**src/hdl/rllcm_pkg.sv**
```systemverilog
// shared types and constants for the running lcm block
// no dependencies; used by rllcm_div, rllcm_core and running_lcm_with_limit_top
package rllcm_pkg;

  // field widths
  localparam int unsigned VALUE_WIDTH = 16;
  localparam int unsigned MULT_WIDTH  = 32;
  localparam int unsigned LIMIT_WIDTH = 16;
  localparam int unsigned PROD_WIDTH  = MULT_WIDTH + VALUE_WIDTH;
  localparam int unsigned CNT_WIDTH   = $clog2(MULT_WIDTH);

  // limit register value after reset
  localparam logic [LIMIT_WIDTH-1:0] LIMIT_RESET = LIMIT_WIDTH'(50);

  // sequencer states
  typedef enum logic [2:0] {
    ST_IDLE,
    ST_GCD,
    ST_REM,
    ST_QUOT,
    ST_SAT,
    ST_FINISH
  } lcm_state_e;

  // status from the serial divider
  typedef struct packed {
    logic                   done;
    logic [MULT_WIDTH-1:0]  quotient;
    logic [VALUE_WIDTH-1:0] remainder;
  } div_status_t;

  // one result item
  typedef struct packed {
    logic [MULT_WIDTH-1:0] multiple;
    logic                  exceeded;
    logic                  within_limit;
  } result_t;

endpackage

```
**src/hdl/rllcm_div.sv**
```systemverilog
// radix-2 restoring divider, one quotient bit per cycle
// depends on rllcm_pkg
module rllcm_div (
  input  logic                                clk_i,
  input  logic                                rst_ni,
  input  logic                                start_i,
  input  logic [rllcm_pkg::MULT_WIDTH-1:0]    dividend_i,
  input  logic [rllcm_pkg::VALUE_WIDTH-1:0]   divisor_i,
  output rllcm_pkg::div_status_t              status_o
);

  logic                                busy_q, busy_d;
  logic                                done_q, done_d;
  logic [rllcm_pkg::CNT_WIDTH-1:0]     cnt_q, cnt_d;
  logic [rllcm_pkg::MULT_WIDTH-1:0]    quo_q, quo_d;
  logic [rllcm_pkg::VALUE_WIDTH-1:0]   rem_q, rem_d;
  logic [rllcm_pkg::VALUE_WIDTH-1:0]   div_q, div_d;
  logic [rllcm_pkg::VALUE_WIDTH:0]     shifted;
  logic [rllcm_pkg::VALUE_WIDTH:0]     diff;

  // shift in the next dividend bit and trial subtract
  assign shifted = {rem_q, quo_q[rllcm_pkg::MULT_WIDTH-1]};
  assign diff    = shifted - {1'b0, div_q};

  always_comb begin
    busy_d = busy_q;
    done_d = 1'b0;
    cnt_d  = cnt_q;
    quo_d  = quo_q;
    rem_d  = rem_q;
    div_d  = div_q;
    if (start_i) begin
      busy_d = 1'b1;
      cnt_d  = rllcm_pkg::CNT_WIDTH'(rllcm_pkg::MULT_WIDTH - 1);
      quo_d  = dividend_i;
      rem_d  = '0;
      div_d  = divisor_i;
    end else if (busy_q) begin
      if (!diff[rllcm_pkg::VALUE_WIDTH]) begin
        rem_d = diff[rllcm_pkg::VALUE_WIDTH-1:0];
        quo_d = {quo_q[rllcm_pkg::MULT_WIDTH-2:0], 1'b1};
      end else begin
        rem_d = shifted[rllcm_pkg::VALUE_WIDTH-1:0];
        quo_d = {quo_q[rllcm_pkg::MULT_WIDTH-2:0], 1'b0};
      end
      cnt_d = cnt_q - 1'b1;
      if (cnt_q == '0) begin
        busy_d = 1'b0;
        done_d = 1'b1;
      end
    end
  end

  // control state
  always_ff @(posedge clk_i or negedge rst_ni) begin
    if (!rst_ni) begin
      busy_q <= 1'b0;
      done_q <= 1'b0;
      cnt_q  <= '0;
    end else begin
      busy_q <= busy_d;
      done_q <= done_d;
      cnt_q  <= cnt_d;
    end
  end

  // datapath
  always_ff @(posedge clk_i) begin
    quo_q <= quo_d;
    rem_q <= rem_d;
    div_q <= div_d;
  end

  assign status_o.done      = done_q;
  assign status_o.quotient  = quo_q;
  assign status_o.remainder = rem_q;

endmodule

```
**src/hdl/rllcm_core.sv**
```systemverilog
// sequencer for euclid gcd, quotient, multiply and sticky limit check
// depends on rllcm_pkg and rllcm_div
module rllcm_core (
  input  logic                                clk_i,
  input  logic                                rst_ni,
  input  logic                                in_valid_i,
  input  logic [rllcm_pkg::VALUE_WIDTH-1:0]   period_i,
  input  logic                                first_i,
  input  logic [rllcm_pkg::LIMIT_WIDTH-1:0]   limit_i,
  input  logic                                out_free_i,
  output logic                                busy_o,
  output logic                                res_valid_o,
  output rllcm_pkg::result_t                  result_o
);

  rllcm_pkg::lcm_state_e                state_q, state_d;
  logic [rllcm_pkg::MULT_WIDTH-1:0]     run_q, run_d;
  logic                                 stopped_q, stopped_d;
  logic [rllcm_pkg::MULT_WIDTH-1:0]     x_q, x_d;
  logic [rllcm_pkg::VALUE_WIDTH-1:0]    y_q, y_d;
  logic [rllcm_pkg::VALUE_WIDTH-1:0]    period_q, period_d;
  logic                                 first_q, first_d;
  logic [rllcm_pkg::PROD_WIDTH-1:0]     prod_q, prod_d;
  logic                                 div_start;
  logic [rllcm_pkg::MULT_WIDTH-1:0]     div_dividend;
  logic [rllcm_pkg::VALUE_WIDTH-1:0]    div_divisor;
  rllcm_pkg::div_status_t               div_status;
  logic [rllcm_pkg::MULT_WIDTH-1:0]     limit_ext;
  logic                                 over_limit;

  // shared serial divider
  rllcm_div u_div (
    .clk_i      (clk_i),
    .rst_ni     (rst_ni),
    .start_i    (div_start),
    .dividend_i (div_dividend),
    .divisor_i  (div_divisor),
    .status_o   (div_status)
  );

  // limit compare on the running value
  assign limit_ext  = {{(rllcm_pkg::MULT_WIDTH-rllcm_pkg::LIMIT_WIDTH){1'b0}}, limit_i};
  assign over_limit = run_q > limit_ext;

  // next state and outputs
  always_comb begin
    state_d      = state_q;
    run_d        = run_q;
    stopped_d    = stopped_q;
    x_d          = x_q;
    y_d          = y_q;
    period_d     = period_q;
    first_d      = first_q;
    prod_d       = prod_q;
    div_start    = 1'b0;
    div_dividend = x_q;
    div_divisor  = y_q;
    res_valid_o  = 1'b0;
    busy_o       = (state_q != rllcm_pkg::ST_IDLE);
    result_o.multiple     = run_q;
    result_o.exceeded     = (first_q ? 1'b0 : stopped_q) | over_limit;
    result_o.within_limit = (run_q != '0) && !over_limit;
    case (state_q)
      rllcm_pkg::ST_IDLE: begin
        if (in_valid_i) begin
          period_d = period_i;
          first_d  = first_i;
          x_d      = run_q;
          y_d      = period_i;
          if (first_i) begin
            run_d   = {{(rllcm_pkg::MULT_WIDTH-rllcm_pkg::VALUE_WIDTH){1'b0}}, period_i};
            state_d = rllcm_pkg::ST_FINISH;
          end else if (stopped_q) begin
            state_d = rllcm_pkg::ST_FINISH;
          end else if (run_q == '0 || period_i == '0) begin
            run_d   = '0;
            state_d = rllcm_pkg::ST_FINISH;
          end else begin
            state_d = rllcm_pkg::ST_GCD;
          end
        end
      end
      // one euclid step, or the final quotient once the remainder is zero
      rllcm_pkg::ST_GCD: begin
        div_start = 1'b1;
        if (y_q == '0) begin
          div_dividend = run_q;
          div_divisor  = x_q[rllcm_pkg::VALUE_WIDTH-1:0];
          state_d      = rllcm_pkg::ST_QUOT;
        end else begin
          state_d = rllcm_pkg::ST_REM;
        end
      end
      rllcm_pkg::ST_REM: begin
        if (div_status.done) begin
          x_d     = {{(rllcm_pkg::MULT_WIDTH-rllcm_pkg::VALUE_WIDTH){1'b0}}, y_q};
          y_d     = div_status.remainder;
          state_d = rllcm_pkg::ST_GCD;
        end
      end
      rllcm_pkg::ST_QUOT: begin
        if (div_status.done) begin
          prod_d  = {{rllcm_pkg::VALUE_WIDTH{1'b0}}, div_status.quotient}
                  * {{rllcm_pkg::MULT_WIDTH{1'b0}}, period_q};
          state_d = rllcm_pkg::ST_SAT;
        end
      end
      // saturate products that do not fit the result
      rllcm_pkg::ST_SAT: begin
        if (prod_q[rllcm_pkg::PROD_WIDTH-1:rllcm_pkg::MULT_WIDTH] != '0) begin
          run_d = '1;
        end else begin
          run_d = prod_q[rllcm_pkg::MULT_WIDTH-1:0];
        end
        state_d = rllcm_pkg::ST_FINISH;
      end
      // update the sticky flag and hand the result over
      rllcm_pkg::ST_FINISH: begin
        if (out_free_i) begin
          res_valid_o = 1'b1;
          stopped_d   = result_o.exceeded;
          state_d     = rllcm_pkg::ST_IDLE;
        end
      end
      default: begin
        state_d = rllcm_pkg::ST_IDLE;
      end
    endcase
  end

  // state register
  always_ff @(posedge clk_i or negedge rst_ni) begin
    if (!rst_ni) begin
      state_q   <= rllcm_pkg::ST_IDLE;
      run_q     <= '0;
      stopped_q <= 1'b0;
    end else begin
      state_q   <= state_d;
      run_q     <= run_d;
      stopped_q <= stopped_d;
    end
  end

  // operand registers
  always_ff @(posedge clk_i) begin
    x_q      <= x_d;
    y_q      <= y_d;
    period_q <= period_d;
    first_q  <= first_d;
    prod_q   <= prod_d;
  end

endmodule

```
**src/hdl/running_lcm_with_limit_top.sv**
```systemverilog
// top level of the running lcm block: config register, core and output register
// depends on rllcm_pkg and rllcm_core
//
// Usage:
//   Input channel (in_valid_i / in_stall_o) carries period_i and first_i.
//   A request with first_i high starts a new set with period_i as the running
//   multiple; otherwise period_i is folded into the running lcm until the
//   running value passes the limit, after which periods are ignored.
//   Output channel (out_valid_o / out_stall_i) gives one result per request:
//   multiple_o, exceeded_o and within_limit_o.
//   Config channel (cfg_valid_i / cfg_ready_o / cfg_data_i) writes the limit;
//   write only while no request is in flight.
// Sequencing:
//   One request at a time. A first, stopped or zero-operand request goes from
//   idle to the finish state. A combining request runs the euclid remainder
//   steps and the final quotient, each one divider run (start, one pass per
//   quotient bit, done), then multiply, saturate and finish. The core returns
//   to idle as the result is loaded into the output register.
// Reset:
//   Clears the running multiple and the sticky flag, sets the limit to 50.
// Output stall:
//   The result waits in the output register; the next request is accepted
//   meanwhile and its result is held in the core until the register frees.
module running_lcm_with_limit_top (
  input  logic                                clk_i,
  input  logic                                rst_ni,
  input  logic                                in_valid_i,
  output logic                                in_stall_o,
  input  logic [rllcm_pkg::VALUE_WIDTH-1:0]   period_i,
  input  logic                                first_i,
  output logic                                out_valid_o,
  input  logic                                out_stall_i,
  output logic [rllcm_pkg::MULT_WIDTH-1:0]    multiple_o,
  output logic                                exceeded_o,
  output logic                                within_limit_o,
  input  logic                                cfg_valid_i,
  output logic                                cfg_ready_o,
  input  logic [rllcm_pkg::LIMIT_WIDTH-1:0]   cfg_data_i
);

  logic [rllcm_pkg::LIMIT_WIDTH-1:0] limit_q, limit_d;
  logic                              out_valid_q, out_valid_d;
  rllcm_pkg::result_t                out_q, out_d;
  rllcm_pkg::result_t                core_result;
  logic                              core_busy;
  logic                              core_res_valid;
  logic                              out_free;

  // config write channel, always ready
  assign cfg_ready_o = 1'b1;
  assign limit_d     = (cfg_valid_i && cfg_ready_o) ? cfg_data_i : limit_q;

  // output register frees when empty or taken this cycle
  assign out_free = !out_valid_q || !out_stall_i;

  rllcm_core u_core (
    .clk_i       (clk_i),
    .rst_ni      (rst_ni),
    .in_valid_i  (in_valid_i),
    .period_i    (period_i),
    .first_i     (first_i),
    .limit_i     (limit_q),
    .out_free_i  (out_free),
    .busy_o      (core_busy),
    .res_valid_o (core_res_valid),
    .result_o    (core_result)
  );

  assign in_stall_o = core_busy;

  // output register load
  always_comb begin
    out_valid_d = out_valid_q;
    out_d       = out_q;
    if (core_res_valid) begin
      out_valid_d = 1'b1;
      out_d       = core_result;
    end else if (!out_stall_i) begin
      out_valid_d = 1'b0;
    end
  end

  always_ff @(posedge clk_i or negedge rst_ni) begin
    if (!rst_ni) begin
      limit_q     <= rllcm_pkg::LIMIT_RESET;
      out_valid_q <= 1'b0;
    end else begin
      limit_q     <= limit_d;
      out_valid_q <= out_valid_d;
    end
  end

  always_ff @(posedge clk_i) begin
    out_q <= out_d;
  end

  assign out_valid_o    = out_valid_q;
  assign multiple_o     = out_q.multiple;
  assign exceeded_o     = out_q.exceeded;
  assign within_limit_o = out_q.within_limit;

  // an accepted request keeps the core busy on the next cycle
  a_accept_busy: assert property (@(posedge clk_i) disable iff (!rst_ni)
    (in_valid_i && !in_stall_o) |=> in_stall_o)
    else $error("core not busy after accepting a request");

  // a stalled result stays valid and unchanged
  a_out_hold: assert property (@(posedge clk_i) disable iff (!rst_ni)
    (out_valid_o && out_stall_i) |=> (out_valid_o && $stable(multiple_o) &&
                                      $stable(exceeded_o) && $stable(within_limit_o)))
    else $error("stalled result changed");

  // results only appear after the core was working on a request
  a_result_after_busy: assert property (@(posedge clk_i) disable iff (!rst_ni)
    (core_res_valid) |-> in_stall_o)
    else $error("result produced while core idle");

  // a zero multiple is never reported within the limit
  a_zero_not_within: assert property (@(posedge clk_i) disable iff (!rst_ni)
    (out_valid_o && multiple_o == '0) |-> !within_limit_o)
    else $error("zero multiple flagged within limit");

endmodule

```
**config.mk**
```make
export PLATFORM = sky130hd
export DESIGN_NAME = running_lcm_with_limit_top
export DESIGN_NICKNAME = d
export VERILOG_FILES = /design/src/hdl/rllcm_pkg.sv /design/src/hdl/rllcm_div.sv /design/src/hdl/rllcm_core.sv /design/src/hdl/running_lcm_with_limit_top.sv
export SDC_FILE = /design/constraint.sdc
export NUM_CORES = 2
export LEC_CHECK = 0
export ABC_AREA = 1
export ABC_CLOCK_PERIOD_IN_PS = 5800
export BUFFER_PORTS_ARGS = -buffer_cell sky130_fd_sc_hd__buf_2
export CAP_MARGIN = 30
export CELL_PAD_IN_SITES_DETAIL_PLACEMENT = 0
export CELL_PAD_IN_SITES_GLOBAL_PLACEMENT = 1
export CORE_MARGIN = 2
export CORE_UTILIZATION = 45
export DETAILED_ROUTE_END_ITERATION = 6
export GPL_ROUTABILITY_DRIVEN = 0
export PLACE_DENSITY = 0.88
export SYNTH_ARGS = -nofsm -noshare
export SYNTH_HDL_FRONTEND = slang
export SYNTH_HIERARCHICAL = 1
export SYNTH_SLANG_ARGS = --single-unit
```
**constraint.sdc**
```tcl
create_clock -name clk_i -period 5.8 [get_ports clk_i]
set_clock_uncertainty 0.05 [all_clocks]
set_input_delay 0.87 -clock clk_i [delete_from_list [all_inputs] [get_ports clk_i]]
set_output_delay 0.87 -clock clk_i [all_outputs]
set_load 0.1 [all_outputs]
```
Word level (Yosys, flattened, before mapping)
Cells that the tools add are included.

Register bits after elaboration: 271. Bits in latches: 0. Memory bits (writable): 0. ROM bits: 0. Input bits: 38. Output and inout bits: 37. Logic and storage cells: 102. Memories: 0.

Add/sub/neg operators: 2. Multipliers: 1. Divide/modulo/power cells: 0. Order comparisons: 1. Equality and inequality tests: 12. Shift-type cells: 0. Mux-type cells: 43. Bitwise gates (word level): 1. Reductions and logical operators: 23.

Operators with widths (count): 32-bit two-way mux (11); 32-bit one-hot mux with 2 select lines (2); 16-bit two-way mux (5); 32-bit by 16-bit multiplier with 48-bit output (1); 32-bit by 16-bit > comparator with 1-bit output (1); 16-bit zero test (2); 32-bit zero test (1); 16-bit one-hot mux with 2 select lines (1); 32-bit nonzero test (1); 3-bit two-way mux (7); 3-bit one-hot mux with 6 select lines (1); 17-bit by 16-bit subtractor with 17-bit output (1); 16-bit nonzero test (1); 1-bit two-way mux (14); 5-bit two-way mux (2); 2-bit != test (second input constant) (4); 4-bit AND reduction (2); 3-bit by 2-bit == test with 1-bit output (second input constant) (2); 3-bit == test (second input constant) (2); 2-bit AND reduction (3); 2-bit nonzero test (3); 5-bit zero test (1); 5-bit by 1-bit subtractor with 5-bit output (second input constant) (1); 3-bit by 1-bit == test with 1-bit output (second input constant) (1); 10 further kinds (13).

Logic depth before layout (Yosys ltp)
Depth in word-level cells: 7. Gate-level depth with buffers: 29. Gate-level depth less buffers: 27.

Cells and area by module
The synthesis kept the hierarchy.

Modules (own cells, without submodules): rllcm_core (instances 1, cells each 3190, area an instance 24529.8 µm², sequential area each 4294.1 µm²); rllcm_div (instances 1, cells each 534, area an instance 4030.1 µm², sequential area each 1936.9 µm²); running_lcm_with_limit_top (instances 1, cells each 108, area an instance 1716.6 µm², sequential area each 1450.1 µm²).

Worst setup path before layout
Ideal clock, no wire load.

Kind: register to register. Start point: reg u_core/u_div/quo_q[29] in the netlist's numbering. End point: reg u_core/prod_q[47] in the netlist's numbering (data pin). Library setup time: 253 ps. Arrival time: 5225 ps. Required time: 5497 ps. Slack: 272 ps. Stages on the path, launching flop included: 25. Path buffers: 2. Clock period less this slack: 5528 ps. Cell sequence: edfxtp_1 -> clkbuf_1 -> clkbuf_1 -> nand2_1 -> fa_1 -> inv_1 -> fa_1 -> inv_1 -> fa_1 -> inv_1 -> fa_1 -> fa_1 -> inv_1 -> fa_1 -> inv_1 -> ha_1 -> nand2_1 -> nor2_1 -> inv_1 -> nor2_1 -> nand2_1 -> nor2_1 -> nand2_1 -> nand4_1 -> nand2_1.

Word-level cells in the longest chain between the ends: 1.

RTL lines: start: declaration (line rllcm_div.sv:15) `logic [rllcm_pkg::MULT_WIDTH-1:0] quo_q, quo_d;`; start signal: assignment (line rllcm_div.sv:69) `quo_q <= quo_d;`; 32-bit by 16-bit multiplier with 48-bit output (line rllcm_core.sv:104) `* {{rllcm_pkg::MULT_WIDTH{1'b0}}, period_q};`; end signal: assignment (line rllcm_core.sv:150) `prod_q <= prod_d;`; end: declaration (line rllcm_core.sv:23) `logic [rllcm_pkg::PROD_WIDTH-1:0] prod_q, prod_d;`.

Every way passes these cells. A chain may end at the register's enable or synchronous reset.

Worst setup path after layout
Start point: reg u_core/period_q[10] in the netlist's numbering. End point: reg u_core/prod_q[23] in the netlist's numbering (data pin).

Word-level cells in the longest chain between the ends: 1.

RTL lines: start: declaration (line rllcm_core.sv:21) `logic [rllcm_pkg::VALUE_WIDTH-1:0] period_q, period_d;`; start signal: assignment (line rllcm_core.sv:148) `period_q <= period_d;`; 32-bit by 16-bit multiplier with 48-bit output (line rllcm_core.sv:104).

Every way passes these cells.

==> flow_metrics.tcl <==
set metrics [dict create \
    track_usage_pct 24.2 \
    critPathKind "flip-flop to flip-flop" \
    synth_top_area_share_pct 27.7 \
    synthCells 3832 \
    max_freq_mhz 173 \
    tritoncts "built" \
    route.antenna.remaining_nets 0 \
    vias 24149 \
    routed_wl_um 83500 \
    post_dp_cell_area_um2 32500 \
    synth_fa_ha_area_share_pct 34.1 \
    rsz0062_at_grt "true" \
    synth_edf_count 195 \
    synth_area_leaders "fa_1, edfxtp_1, nand2_1, inv_1, ha_1" \
    finalCritPeriodShare_pct 99.6 \
    endpoint "u_core/prod_q[23]" \
    cts_buffer_depth 3 \
    slew_headroom_pct 43.4 \
    required_ns 6.06 \
    syn-num-nets 4443 \
    die_w_um 263 \
    clock-sinks 271 \
    synth-main-ff-cell "edfxtp_1" \
    synth.avg_cell_area_um2 7.90 \
    drive_above_1_share_pct 12.9 \
    path_max_fanout 16 \
    rr_startpoint "u_core/period_q[10]" \
    synth.largest_area_cell "fa_1" \
    setup_viol 0 \
    r2r_end "u_core/prod_q[23]" \
    period_needed_ns 5.78 \
    ys_ff_latch 271 \
    drc_errors 0 \
    reg2reg_setup_slack_ns 0.02 \
    synth-compound-area-share_pct 3.86 \
    top_level_ports 75 \
    ys_types 51 \
    fin_area_um2 34500 \
    fin_ws_ns 0.0213 \
    tns_ns 0 \
    clk_latency_ns 0.59 \
    fp-row-count 95 \
    crit_arrival_ns 6.04 \
    synth_most_common_cell "nand2_1" \
    hpwlAfterDp_um 66000 \
    fp.dieH_um 263 \
    diodes 0 \
    drt_pass1_iterations 6 \
    worstMarginPinSlew_ns 0.849 \
    antenna_found_initial 0 \
    wire_per_inst_um 17.2 \
    synth_area_um2 30300 \
    clk_pin_slew_worst_paths_ns 0.07 \
    worst_setup_path_start_kind "flip-flop" \
    initial_core_util_pct 45.2 \
    synth_top_family_by_area "adder cells" \
    ys_seq_area_share_pct 25.4 \
    grt_max_degree 79 \
    r2r_cells 22 \
    slew_violations 0 \
    synthArstFlopShare_pct 22.1 \
    nets 4576 \
    ys_top_cells_by_count "nand2_1, inv_1, fa_1" \
    startpoint "u_core/period_q[10]" \
    synth-xor-area-share_pct 1.04 \
    holdWs_ns 0.413 \
    portBuffers 73 \
    place_ws_ns -0.230 \
    area_growth_pct 14.0 \
    drv_cap 0 \
    core_um2 66900 \
    clock-root-buffer "clkbuf_16" \
    critPathCaptureType "flip-flop" \
    die_area_um2 69400 \
    post_drt_via_cell_ratio 4.97 \
    drtIter0Drc 1942 \
    ys_warn_count 6 \
    overflow 0 \
    grt_pass1_wl_um 132000 \
    muxShareOfSynthArea_pct 0.0744 \
    hold_class "flip-flop to flip-flop" \
    cts.htree.levels 1 \
    yosys.area_share.simple_pct 21.0 \
    outcome "finished clean" \
    first_global_vias 24311 \
    cts_buffers 28 \
    hold_violations 0 \
]
## worst min-delay path by stage
stage / startpoint / to / slack, ns / cells past startpoint
2_1_floorplan: limit_q[4] / limit_q[4] / 0.39 / 2
3_3_place_gp: limit_q[1] / limit_q[1] / 0.41 / 2
3_5_place_dp: limit_q[1] / limit_q[1] / 0.41 / 2
4_1_cts: cfg_data_i[5] / limit_q[5] / 0.41 / 3
5_1_grt: limit_q[1] / limit_q[1] / 0.43 / 2
6_report: limit_q[1] / limit_q[1] / 0.41 / 2
## metrics by stage
step	cells	utilization, %
5_1_grt	4860	51.6
2_1_floorplan	3832	-
4_1_cts	4844	50.3
3_5_place_dp	4774	48.6
6_report	4860	51.6
3_3_place_gp	4774	48.6
## critical path: stages, from the launching register on
cell       delay (ns)
edfxtp_1         0.37
buf_4            0.18
clkbuf_16        0.23
nand2_1          0.10
fa_1             0.54
inv_1            0.05
fa_1             0.51
fa_1             0.58
fa_1             0.48
fa_1             0.53
inv_1            0.05
fa_1             0.48
inv_1            0.07
ha_4             0.25
nand2_1          0.06
nand2_1          0.08
inv_1            0.07
nand2_2          0.09
nand2_2          0.09
nand2_4          0.06
nand3b_1         0.25
buf_4            0.19
xor2_1           0.15
## cell type report
cell class / count / area (µm²)
Inverter: 988 / 3710
Timing Repair Buffer: 261 / 2140
Tap cell: 873 / 1090
Clock inverter: 16 / 199
Clock buffer: 36 / 761
Sequential cell: 271 / 7680
Multi-Input combinational cell: 2415 / 18900
Fill cell: 6276 / 32400
## flip-flops by register name, indices dropped and copies added, names as in the netlist
register and cells:
u_core/prod_q 48, multiple_o 32, u_core/run_q 32, u_core/u_div/quo_q 32, u_core/x_q 32, limit_q 16
u_core/period_q 16, u_core/u_div/div_q 16, u_core/u_div/rem_q 16, u_core/y_q 16, u_core/u_div/cnt_q 5, u_core/state_q 3
exceeded_o 1, out_valid_o 1, u_core/first_q 1, u_core/stopped_q 1, u_core/u_div/busy_q 1, u_core/u_div/done_q 1
within_limit_o 1
## logic make-up after synthesis
kind of cell / Yosys count
and+or+nand+nor: 1580
buffers and inverters: 1146
adders and majority gates: 573
DFF: 271
AOI/OAI and AO/OA: 223
xor gates and xnor gates: 36
muxes: 2
other: 1
## layer usage
metal  global-route usage (%)  part of all wire [%]  vias to the layer above
li1                         -                     -                    11475
met5                        0                     0                        -
met1                     31.4                    41                    11718
met4                     8.96                   4.3                        0
met3                     3.59                   6.1                      170
met2                     41.0                    49                      786
## layout by cell type, fill, tap and decap left out, drive strengths merged, types with 57 or more instances in the layout
master	n
nand2	1263
inv	987
fa	419
buf	260
edfxtp	195
ha	154
nor2	152
o21ai	122
nand3	107
a21oi	80
dfrtp	57
## timing repair
item / 4_1_cts / 5_1_grt
gates cloned: 0 / 1
setup buffers: 18 / 15
pin swaps: 1 / 39
hold buffers: 0 / 0
resized for setup: 12 / 172
setup endpoints to repair: 22 / 30
Power is not shown: default switching activity piles up to over one toggle a cycle in this logic, so the estimate is an artifact.
